<file path="src/pst_pkg.sv">
// Package for the periodic task scheduler: slot count, derived widths,
// operation and status codes, and the token that travels along the slot cells.
// No dependencies.
package pst_pkg;

    localparam int SLOT_COUNT = 8;
    localparam int SLOT_W     = (SLOT_COUNT > 1) ? $clog2(SLOT_COUNT) : 1;
    localparam int USED_W     = $clog2(SLOT_COUNT + 1);

    localparam int TICK_W     = 32;
    localparam int ID_W       = 3;
    localparam int MASK_W     = 8;
    localparam int IN_TDATA_W  = 72;
    localparam int OUT_TDATA_W = 16;

    typedef enum logic [1:0] {
        OP_CREATE  = 2'd0,
        OP_TICK    = 2'd1,
        OP_ENABLE  = 2'd2,
        OP_DISABLE = 2'd3
    } pst_op_t;

    typedef enum logic [1:0] {
        ST_OK      = 2'd0,
        ST_FULL    = 2'd1,
        ST_INVALID = 2'd2,
        ST_BAD_ID  = 2'd3
    } pst_status_t;

    typedef struct packed {
        logic                  valid;
        pst_op_t               op;
        logic                  write_ok;
        logic [SLOT_W-1:0]     sel;
        logic [TICK_W-1:0]     now;
        logic [TICK_W-1:0]     per;
        logic [SLOT_COUNT-1:0] mask;
    } pst_token_t;

endpackage

</file>
<file path="src/periodic_task_scheduler_top.sv">
// Top level of the periodic task scheduler: command decode, slot count,
// the chain of slot cells and the result registers.
// Depends on pst_pkg and pst_cell.
//
// Usage:
//   Commands enter on the s_ channel (opcode in s_tuser), one result per
//   command leaves on the m_ channel. Create takes the next free slot, tick
//   checks every enabled slot and reports those that fired in fire_mask,
//   enable re-arms a slot at now_ticks, disable stops it.
//   A command is decoded on accept and travels as a token through one slot
//   cell per cycle; each cell updates its own slot as the token passes.
//   Its result passes the launch register, the cell chain, a holding register
//   and the output register on its way to m_tvalid. One command is in flight
//   at a time: a new command is taken once the last result leaves the holding register.
//   A finished result waits in the holding register while the output
//   register is full; once it moves on, the next command is taken even while
//   the output beat is stalled, and its result waits for that beat to drain.
//   Reset disables every slot and empties the table; no clearing pass.
module periodic_task_scheduler_top (
    input  logic        clk,
    input  logic        rst_n,
    input  logic        s_tvalid,
    output logic        s_tready,
    // now_ticks[31:0], period[63:32], handler_valid[64], slot_id[67:65]
    input  logic [71:0] s_tdata,
    // opcode[1:0]
    input  logic [1:0]  s_tuser,
    output logic        m_tvalid,
    input  logic        m_tready,
    // fire_mask[7:0], new_slot[10:8], status[12:11]
    output logic [15:0] m_tdata
);
    import pst_pkg::*;

    pst_op_t            in_op;
    logic [TICK_W-1:0]  in_now;
    logic [TICK_W-1:0]  in_per;
    logic               in_hv;
    logic [ID_W-1:0]    in_id;
    logic [SLOT_W+ID_W-1:0] id_wide;
    logic [SLOT_W+ID_W-1:0] used_wide;
    logic               id_ok;
    logic               full;
    logic               accept;

    logic [USED_W-1:0]  used_reg, used_next;
    logic               busy_reg, busy_next;
    pst_token_t         launch_next;
    pst_token_t         launch_reg;
    pst_status_t        status_next;
    logic [ID_W-1:0]    slot_next;
    logic [USED_W+ID_W-1:0] used_slot_wide;

    pst_status_t        pend_status_reg;
    logic [ID_W-1:0]    pend_slot_reg;
    pst_token_t         tok [SLOT_COUNT+1];

    logic               res_valid_reg;
    logic [OUT_TDATA_W-1:0] res_data_reg;
    logic [OUT_TDATA_W-1:0] res_data_next;
    logic [SLOT_COUNT+MASK_W-1:0] mask_wide;
    logic               out_valid_reg;
    logic [OUT_TDATA_W-1:0] out_data_reg;
    logic               out_load;
    logic               chain_done;

    assign in_now = s_tdata[31:0];
    assign in_per = s_tdata[63:32];
    assign in_hv  = s_tdata[64];
    assign in_id  = s_tdata[67:65];
    assign in_op  = pst_op_t'(s_tuser);

    assign s_tready = !busy_reg;
    assign accept   = s_tvalid && s_tready;

    assign id_wide        = {{SLOT_W{1'b0}}, in_id};
    assign used_wide      = {{(SLOT_W+ID_W-USED_W){1'b0}}, used_reg};
    assign used_slot_wide = {{ID_W{1'b0}}, used_reg};
    assign id_ok          = id_wide < used_wide;
    assign full           = used_reg == USED_W'(SLOT_COUNT);

    always_comb
    begin
        launch_next          = '0;
        launch_next.valid    = accept;
        launch_next.op       = in_op;
        launch_next.now      = in_now;
        launch_next.per      = in_per;
        used_next            = used_reg;
        status_next          = ST_OK;
        slot_next            = '0;
        unique case (in_op)
            OP_CREATE:
            begin
                if (full)
                begin
                    status_next = ST_FULL;
                end
                else if (!in_hv || (in_per == '0))
                begin
                    status_next = ST_INVALID;
                end
                else
                begin
                    launch_next.write_ok = 1'b1;
                    launch_next.sel      = used_reg[SLOT_W-1:0];
                    slot_next            = used_slot_wide[ID_W-1:0];
                    if (accept)
                    begin
                        used_next = used_reg + USED_W'(1);
                    end
                end
            end
            OP_TICK:
            begin
                status_next = ST_OK;
            end
            OP_ENABLE, OP_DISABLE:
            begin
                if (!id_ok)
                begin
                    status_next = ST_BAD_ID;
                end
                else
                begin
                    launch_next.write_ok = 1'b1;
                    launch_next.sel      = id_wide[SLOT_W-1:0];
                end
            end
        endcase
    end

    assign tok[0]     = launch_reg;
    assign chain_done = tok[SLOT_COUNT].valid;
    assign out_load   = res_valid_reg && (!out_valid_reg || m_tready);

    always_comb
    begin
        busy_next = busy_reg;
        if (accept)
        begin
            busy_next = 1'b1;
        end
        else if (out_load)
        begin
            busy_next = 1'b0;
        end
    end

    assign mask_wide     = {{MASK_W{1'b0}}, tok[SLOT_COUNT].mask};
    assign res_data_next = {3'b000, pend_status_reg, pend_slot_reg, mask_wide[MASK_W-1:0]};

    always_ff @(posedge clk or negedge rst_n)
    begin
        if (!rst_n)
        begin
            used_reg      <= '0;
            busy_reg      <= 1'b0;
            launch_reg    <= '0;
            res_valid_reg <= 1'b0;
            out_valid_reg <= 1'b0;
        end
        else
        begin
            used_reg   <= used_next;
            busy_reg   <= busy_next;
            launch_reg <= launch_next;
            if (chain_done)
            begin
                res_valid_reg <= 1'b1;
            end
            else if (out_load)
            begin
                res_valid_reg <= 1'b0;
            end
            if (out_load)
            begin
                out_valid_reg <= 1'b1;
            end
            else if (m_tready)
            begin
                out_valid_reg <= 1'b0;
            end
        end
    end

    always_ff @(posedge clk)
    begin
        if (accept)
        begin
            pend_status_reg <= status_next;
            pend_slot_reg   <= slot_next;
        end
        if (chain_done)
        begin
            res_data_reg <= res_data_next;
        end
        if (out_load)
        begin
            out_data_reg <= res_data_reg;
        end
    end

    for (genvar i = 0; i < SLOT_COUNT; i++)
    begin : g_cell
        pst_cell u_cell (
            .clk      (clk),
            .rst_n    (rst_n),
            .cell_idx (SLOT_W'(i)),
            .tok_in   (tok[i]),
            .tok_out  (tok[i+1])
        );
    end

    assign m_tvalid = out_valid_reg;
    assign m_tdata  = out_data_reg;

endmodule

</file>
<file path="src/pst_cell.sv">
// One slot cell of the periodic task scheduler: holds interval, last-fire
// time and enable mark, acts on the passing token and hands it on.
// Depends on pst_pkg.
module pst_cell (
    input  logic               clk,
    input  logic               rst_n,
    input  logic [pst_pkg::SLOT_W-1:0] cell_idx,
    input  pst_pkg::pst_token_t tok_in,
    output pst_pkg::pst_token_t tok_out
);
    import pst_pkg::*;

    logic [TICK_W-1:0] period_reg, period_next;
    logic [TICK_W-1:0] last_reg, last_next;
    logic              en_reg, en_next;
    pst_token_t        tok_reg, tok_next;
    logic [TICK_W-1:0] elapsed;
    logic              hit;

    assign elapsed = tok_in.now - last_reg;
    assign hit     = tok_in.write_ok && (tok_in.sel == cell_idx);

    always_comb
    begin
        period_next = period_reg;
        last_next   = last_reg;
        en_next     = en_reg;
        tok_next    = tok_in;
        if (tok_in.valid)
        begin
            case (tok_in.op)
                OP_CREATE:
                begin
                    if (hit)
                    begin
                        period_next = tok_in.per;
                        last_next   = tok_in.now;
                        en_next     = 1'b1;
                    end
                end
                OP_TICK:
                begin
                    if (en_reg && (elapsed >= period_reg))
                    begin
                        last_next     = tok_in.now;
                        tok_next.mask = tok_in.mask | (SLOT_COUNT'(1) << cell_idx);
                    end
                end
                OP_ENABLE:
                begin
                    if (hit)
                    begin
                        en_next   = 1'b1;
                        last_next = tok_in.now;
                    end
                end
                default:
                begin
                    if (hit)
                    begin
                        en_next = 1'b0;
                    end
                end
            endcase
        end
    end

    always_ff @(posedge clk or negedge rst_n)
    begin
        if (!rst_n)
        begin
            period_reg <= '0;
            last_reg   <= '0;
            en_reg     <= 1'b0;
            tok_reg    <= '0;
        end
        else
        begin
            period_reg <= period_next;
            last_reg   <= last_next;
            en_reg     <= en_next;
            tok_reg    <= tok_next;
        end
    end

    assign tok_out = tok_reg;

endmodule

</file>
<file path="config.mk">
export PLATFORM = sky130hd
export DESIGN_NAME = periodic_task_scheduler_top
export DESIGN_NICKNAME = d
export VERILOG_FILES = /design/src/pst_pkg.sv /design/src/periodic_task_scheduler_top.sv /design/src/pst_cell.sv
export SDC_FILE = /design/constraint.sdc
export NUM_CORES = 2
export LEC_CHECK = 0
export ABC_AREA = 1
export BUFFER_PORTS_ARGS = -buffer_cell sky130_fd_sc_hd__buf_2
export CAP_MARGIN = 20
export CORE_MARGIN = 10
export CORE_UTILIZATION = 65
export CTS_CLUSTER_DIAMETER = 100
export DETAILED_ROUTE_END_ITERATION = 8
export PLACE_DENSITY = 0.9
export RECOVER_POWER = 50
export REMOVE_ABC_BUFFERS = 1
export SYNTH_ARGS = -nofsm -noshare
export SYNTH_HDL_FRONTEND = slang
export SYNTH_SLANG_ARGS = --single-unit
</file>
<file path="constraint.sdc">
create_clock -name clk -period 7.4 [get_ports clk]
set_clock_uncertainty 0.05 [all_clocks]
set_input_delay 0.74 -clock clk [delete_from_list [all_inputs] [get_ports clk]]
set_output_delay 0.74 -clock clk [all_outputs]
set_load 0.01 [all_outputs]
</file>
== After elaboration in Yosys (flattened, before gate mapping) ==
Cells that the tools add are included.
Word-level totals
  register bits: 1191
  output and inout bits: 18
Operators by class
  add/subtract/negate cells: 9
  order comparisons: 9
  equal/unequal tests: 43
  muxes and demuxes: 85
  bitwise operators: 11
  reductions and logical operators: 80
Operator list (count)
  $mux W32: 16
  $pmux W32 S2: 8
  $ge A32 B32 Y1: 8
  $sub A32 B32 Y32: 8
  $reduce_and A3 Y1: 16
  $mux W8: 5
  $reduce_and A4 Y1: 9
  $logic_not A32 Y1: 1
  $ne A2 B1 Y1 const B: 16
  $mux W4: 6
  $mux W1: 22
  $reduce_bool A2 Y1: 11
  $mux W7: 3
  $eq A2 B2 Y1 const B: 10
  $eq A2 B1 Y1 const B: 9
  $logic_and A1 B1 Y1: 18
  $logic_not A2 Y1: 9
  $mux W6: 3
  $reduce_or A2 Y1: 9
  $pmux W1 S2: 8
  $mux W5: 3
  $eq A3 B3 Y1 const B: 4
  $mux W2: 6
  $not A1 Y1: 11
  12 further kinds: 18

== Depth between registers and ports, before layout ==
  word-level depth: 6
  mapped depth: 28
  depth with buffers taken out: 27

== Cells and area by module ==
From an unflattened synthesis, not the netlist that was laid out.
Unflattened totals
  cells, all modules: 7033
  area, all modules: 63176.8 um2
Modules (own cells, without submodules)
  pst_cell (g_cell[0].u_cell ...): times used 4, cells an instance 870, area each 7567.3 um2, sequential area each 3603.5 um2
  pst_cell (g_cell[6].u_cell ...): times used 2, cells an instance 829, area each 7340.8 um2, sequential area each 3603.5 um2
  pst_cell (g_cell[1].u_cell): times used 1, cells an instance 852, area each 7497.2 um2, sequential area each 3603.5 um2
  pst_cell (g_cell[2].u_cell): times used 1, cells an instance 818, area each 7274.5 um2, sequential area each 3603.5 um2
  periodic_task_scheduler_top: times used 1, cells an instance 225, area each 3454.6 um2, sequential area each 2882.8 um2

== Worst setup path before layout ==
OpenSTA, ideal clock, no wires.
  path kind: register to register
  from: register g_cell[3].u_cell.tok_reg (netlist bit g_cell[3].u_cell.tok_out[40])
  to: register g_cell[4].u_cell.last_reg[22]
  data arrival time: 3.336 ns
  path slack: 3.898 ns
  stages on the path, launching flop included: 25
  buffers on the path: 1
  period minus slack after synthesis: 3.502 ns
  cells stage by stage: dfrtp_1 > inv_1 > ha_1 > inv_1 > fa_1 > nand3_1 > nand2_1 > a21oi_1 > inv_1 > a21oi_1 > inv_1 > nand3b_1 > nand2_1 > nand2_1 > nand2_1 > ha_1 > nand2_1 > nor4_1 > and3_1 > nand2_1 > nand2_1 > nand2_2 > clkbuf_1 > nand3_1 > nand2_1
Between the ends
  word-level cells in the longest chain between the ends: 5
RTL lines
  start: declaration: RTL line pst_cell.sv:16  | pst_token_t tok_reg, tok_next;
  start signal: assignment: RTL line pst_cell.sv:82  | tok_reg <= tok_next;
  $sub A32 B32 Y32: RTL line pst_cell.sv:20  | assign elapsed = tok_in.now - last_reg;
  $ge A32 B32 Y1: RTL line pst_cell.sv:43  | if (en_reg && (elapsed >= period_reg))
  $logic_and A1 B1 Y1: RTL line pst_cell.sv:43
  $ne A2 B1 Y1 (no source line)
  $reduce_and A4 Y1 (no source line)
  end signal: assignment: RTL line pst_cell.sv:80  | last_reg <= last_next;
  end: declaration: RTL line pst_cell.sv:14  | logic [TICK_W-1:0] last_reg, last_next;
Every way passes these cells.
A chain may end at the register's enable or synchronous reset.

== Worst setup path after layout ==
  from: register g_cell[3].u_cell.tok_reg (netlist bit g_cell[3].u_cell.tok_out[40])
  to: register g_cell[4].u_cell.last_reg[31]
Same word-level chain as after synthesis.

==> flow_summary.toml <==
[setup_path]
slowest_delay_ps = 650
crit_path_end_kind = "register"
crit_start = "g_cell[3].u_cell.tok_out[40]$_DFF_PN0_"
cp-start-kind = "register"
rr_worst_depth = 25
slowest_stage = "nor4_1"
reg2reg_from = "g_cell[3].u_cell.tok_out[40]$_DFF_PN0_"
cpMostUsedCell = "nand2_1"
setup.worst_path.class = "reg -> reg"
worst_ep_required_time_ps = 7990
cp_data_arrival_time_ps = 6260
path_max_fanout = 34

[clock_tree]
cts.sinks = 1163
cts_hold_buf = 0
ctsResizeCount = 0
htreeDepth = 3
cts_tree = "built"
clk_pin_slew_ps = 60
tritoncts.num_buffers = 115
cts_setup_buffers = 0
insertion_delay_ps = 730
cts_buffer_depth = 3
cts_root_buf = "clkbuf_16"

[timing]
finalHoldViolCount = 0
fin_crit_sh_pct = 76.6
period_minus_slack_ps = 5670
rsz0062_at_grt = "false"
setup_viol = 0
tns_ps = 0
worst_pin_slew_ps = 5060
max_clock_freq_mhz = 177
maxSlewViolCount = 510
max_slew_margin_pct = -237

[synthesis]
synth-main-ff-cell = "dfrtp_1"
ys_ff_latch = 1163
postSynth.asyncResetShare_pct = 97.3
synth_cells = 6470
synth_area_leaders = "dfrtp_1, ha_1, nand2_1"
ys_warn_count = 0
syn_avg_cell_area_um2 = 8.92
synthesis.area_mm2 = 0.0577
synth-seq-area-share_pct = 50.7
synth-edff-count = 31
synth_cell_types = 46
synth_top_area_cell = "dfrtp_1"
synth.top_cell.area_share_pct = 49.1

[drt]
dr.pass1.iters = 6
ant_nets = 0
via_count = 44900
routedWlPerCell_um = 19.9
drc = 0
routed_wl_um = 156000
drtIter0Drc = 3366
post_drt_via_cell_ratio = 5.71

[floorplan]
die_x_um = 318
core_mm2 = 0.0882
dieHeight_um = 318
io-pin-count = 96
start_util_pct = 65.4
die_area_mm2 = 0.101
fp-row-count = 109

[final_layout]
layout-drive-gt1-share_pct = 4.69
finalInstanceArea_mm2 = 0.0633
largest_register_ffs = 534
layout.nets = 7188
syn_to_final_growth_pct = 9.66
n_antenna_cell = 0

[status]
status = "complete, but fails checks"
violations = "capacitance limit, slew limit"

[global_routing]
met2_usage_pct = 58.9
grt_overflow = 0
grt_pass1_wl_um = 247000
grt_pass1_vias = 47300
met3_usage_pct = 3.51
grt_usage_pct = 30.7
top_usage_layer = "met2"
gr-usage-met1_pct = 31.0
antenna_found_initial = 1
grt_max_degree = 202

[place]
gp_congestion = 0.952
io_buffers = 88
placed_area_mm2 = 0.0594
dp_hpwl_um = 116000

[pwr]
vdd_drop_max_mv = 0.345
power_uw = 24200
leakage_uw = 0.0313
p_per_area_mw_per_mm2 = 382

[hold_path]
hold_path.class = "in -> async"

[job]
max_cap_violations = 7
[synth_stat cells, drive strengths merged, types with 20 or more instances]
library cell,number
a21boi,22
xnor2,60
xor2,158
o21ai,296
dfrtp,1132
nor2,500
o21bai,21
nor3,44
clkbuf,45
a21o,46
nor4,25
nand2,1429
o21a,26
a31oi,20
nand4,44
buf,81
edfxtp,31
inv,906
a21oi,590
ha,508
nand3,420
[critical path, delay by kind of cell (launching register included)]
| family | cells | cell delay [ps] |
|---|---|---|
| compound gates | 2 | 870 |
| fa+ha+maj | 3 | 890 |
| buf+inv | 5 | 590 |
| flops | 1 | 410 |
| simple gates | 15 | 2740 |
[area by class of cell]
type	count	area, um2
clock buffers	166	3360
clock inverters	49	626
fillers	6323	24900
inverters	906	3400
multi-input cells	4277	24400
flip-flops and latches	1163	29300
well taps	1165	1460
repair buffers	131	751
[report_power, final]
group          switching [uW]  internal (uW)  total [uW]
clock network            2540           3570        6120
registers                 548           7280        7830
logic                    6620           3650       10300
[path summary, 6_finish.rpt]
path                                                                    end  slack, ps
worst min-delay path                 g_cell[6].u_cell.tok_out[45]$_DFF_PN0_         10
worst max register to register    g_cell[4].u_cell.last_reg[31]$_DFFE_PN0P_       1730
worst min register to register        g_cell[7].u_cell.tok_out[1]$_DFF_PN0_        290
max in group asynchronous       g_cell[2].u_cell.period_reg[30]$_DFFE_PN0P_       1910
min in group clk                                   launch_reg[64]$_DFF_PN0_         60
worst max-delay path              g_cell[4].u_cell.last_reg[31]$_DFFE_PN0P_       1730
[logic make-up after synthesis]
kind of cell               synth area share, %
muxes                                    0.195
and+or+nand+nor                           17.7
DFF                                       50.7
adders and majority gates                 11.3
buffers and inverters                     7.01
other                                  0.00650
xor gates and xnor gates                  3.31
AOI/OAI and AO/OA                         9.80
[per-stage QoR]
stage	utilization, %	worst slack (ps)	hold WS, ps	instances
final	71.7	1730	13.7	7857
after global routing	71.7	924	61.0	7857
after CTS	71.8	1880	32.3	7857
after detailed placement	67.3	2090	286	7642
after global placement	67.3	2280	282	7642
after floorplan	-	3160	281	6346
[layer usage]
layer	vias up	part of all wire, %
met1	21500	35
met3	564	4.4
met2	1594	54
li1	21200	-
met4	2	7.0
met5	-	0.0077
[cell usage in the layout (no fill, tap or decap), drive strengths merged, types with 3 or more instances in the layout]
cell / instances
fa: 8
ha: 508
a21boi: 22
nand3b: 9
and3: 3
a21o: 46
edfxtp: 31
nand4: 44
clkinvlp: 7
o211ai: 16
clkinv: 28
bufinv: 12
mux2: 10
xnor2: 60
xor2: 158
o221ai: 5
o2111ai: 4
nand2: 1429
o21ai: 296
nor4: 25
buf: 90
o21a: 26
nor2: 500
a21oi: 590
o21bai: 21
conb: 3
a31oi: 20
dfrtp: 1132
nand3: 420
clkbuf: 207
nor3: 44
inv: 908
Note: power is estimated with default switching activity, not from simulation.
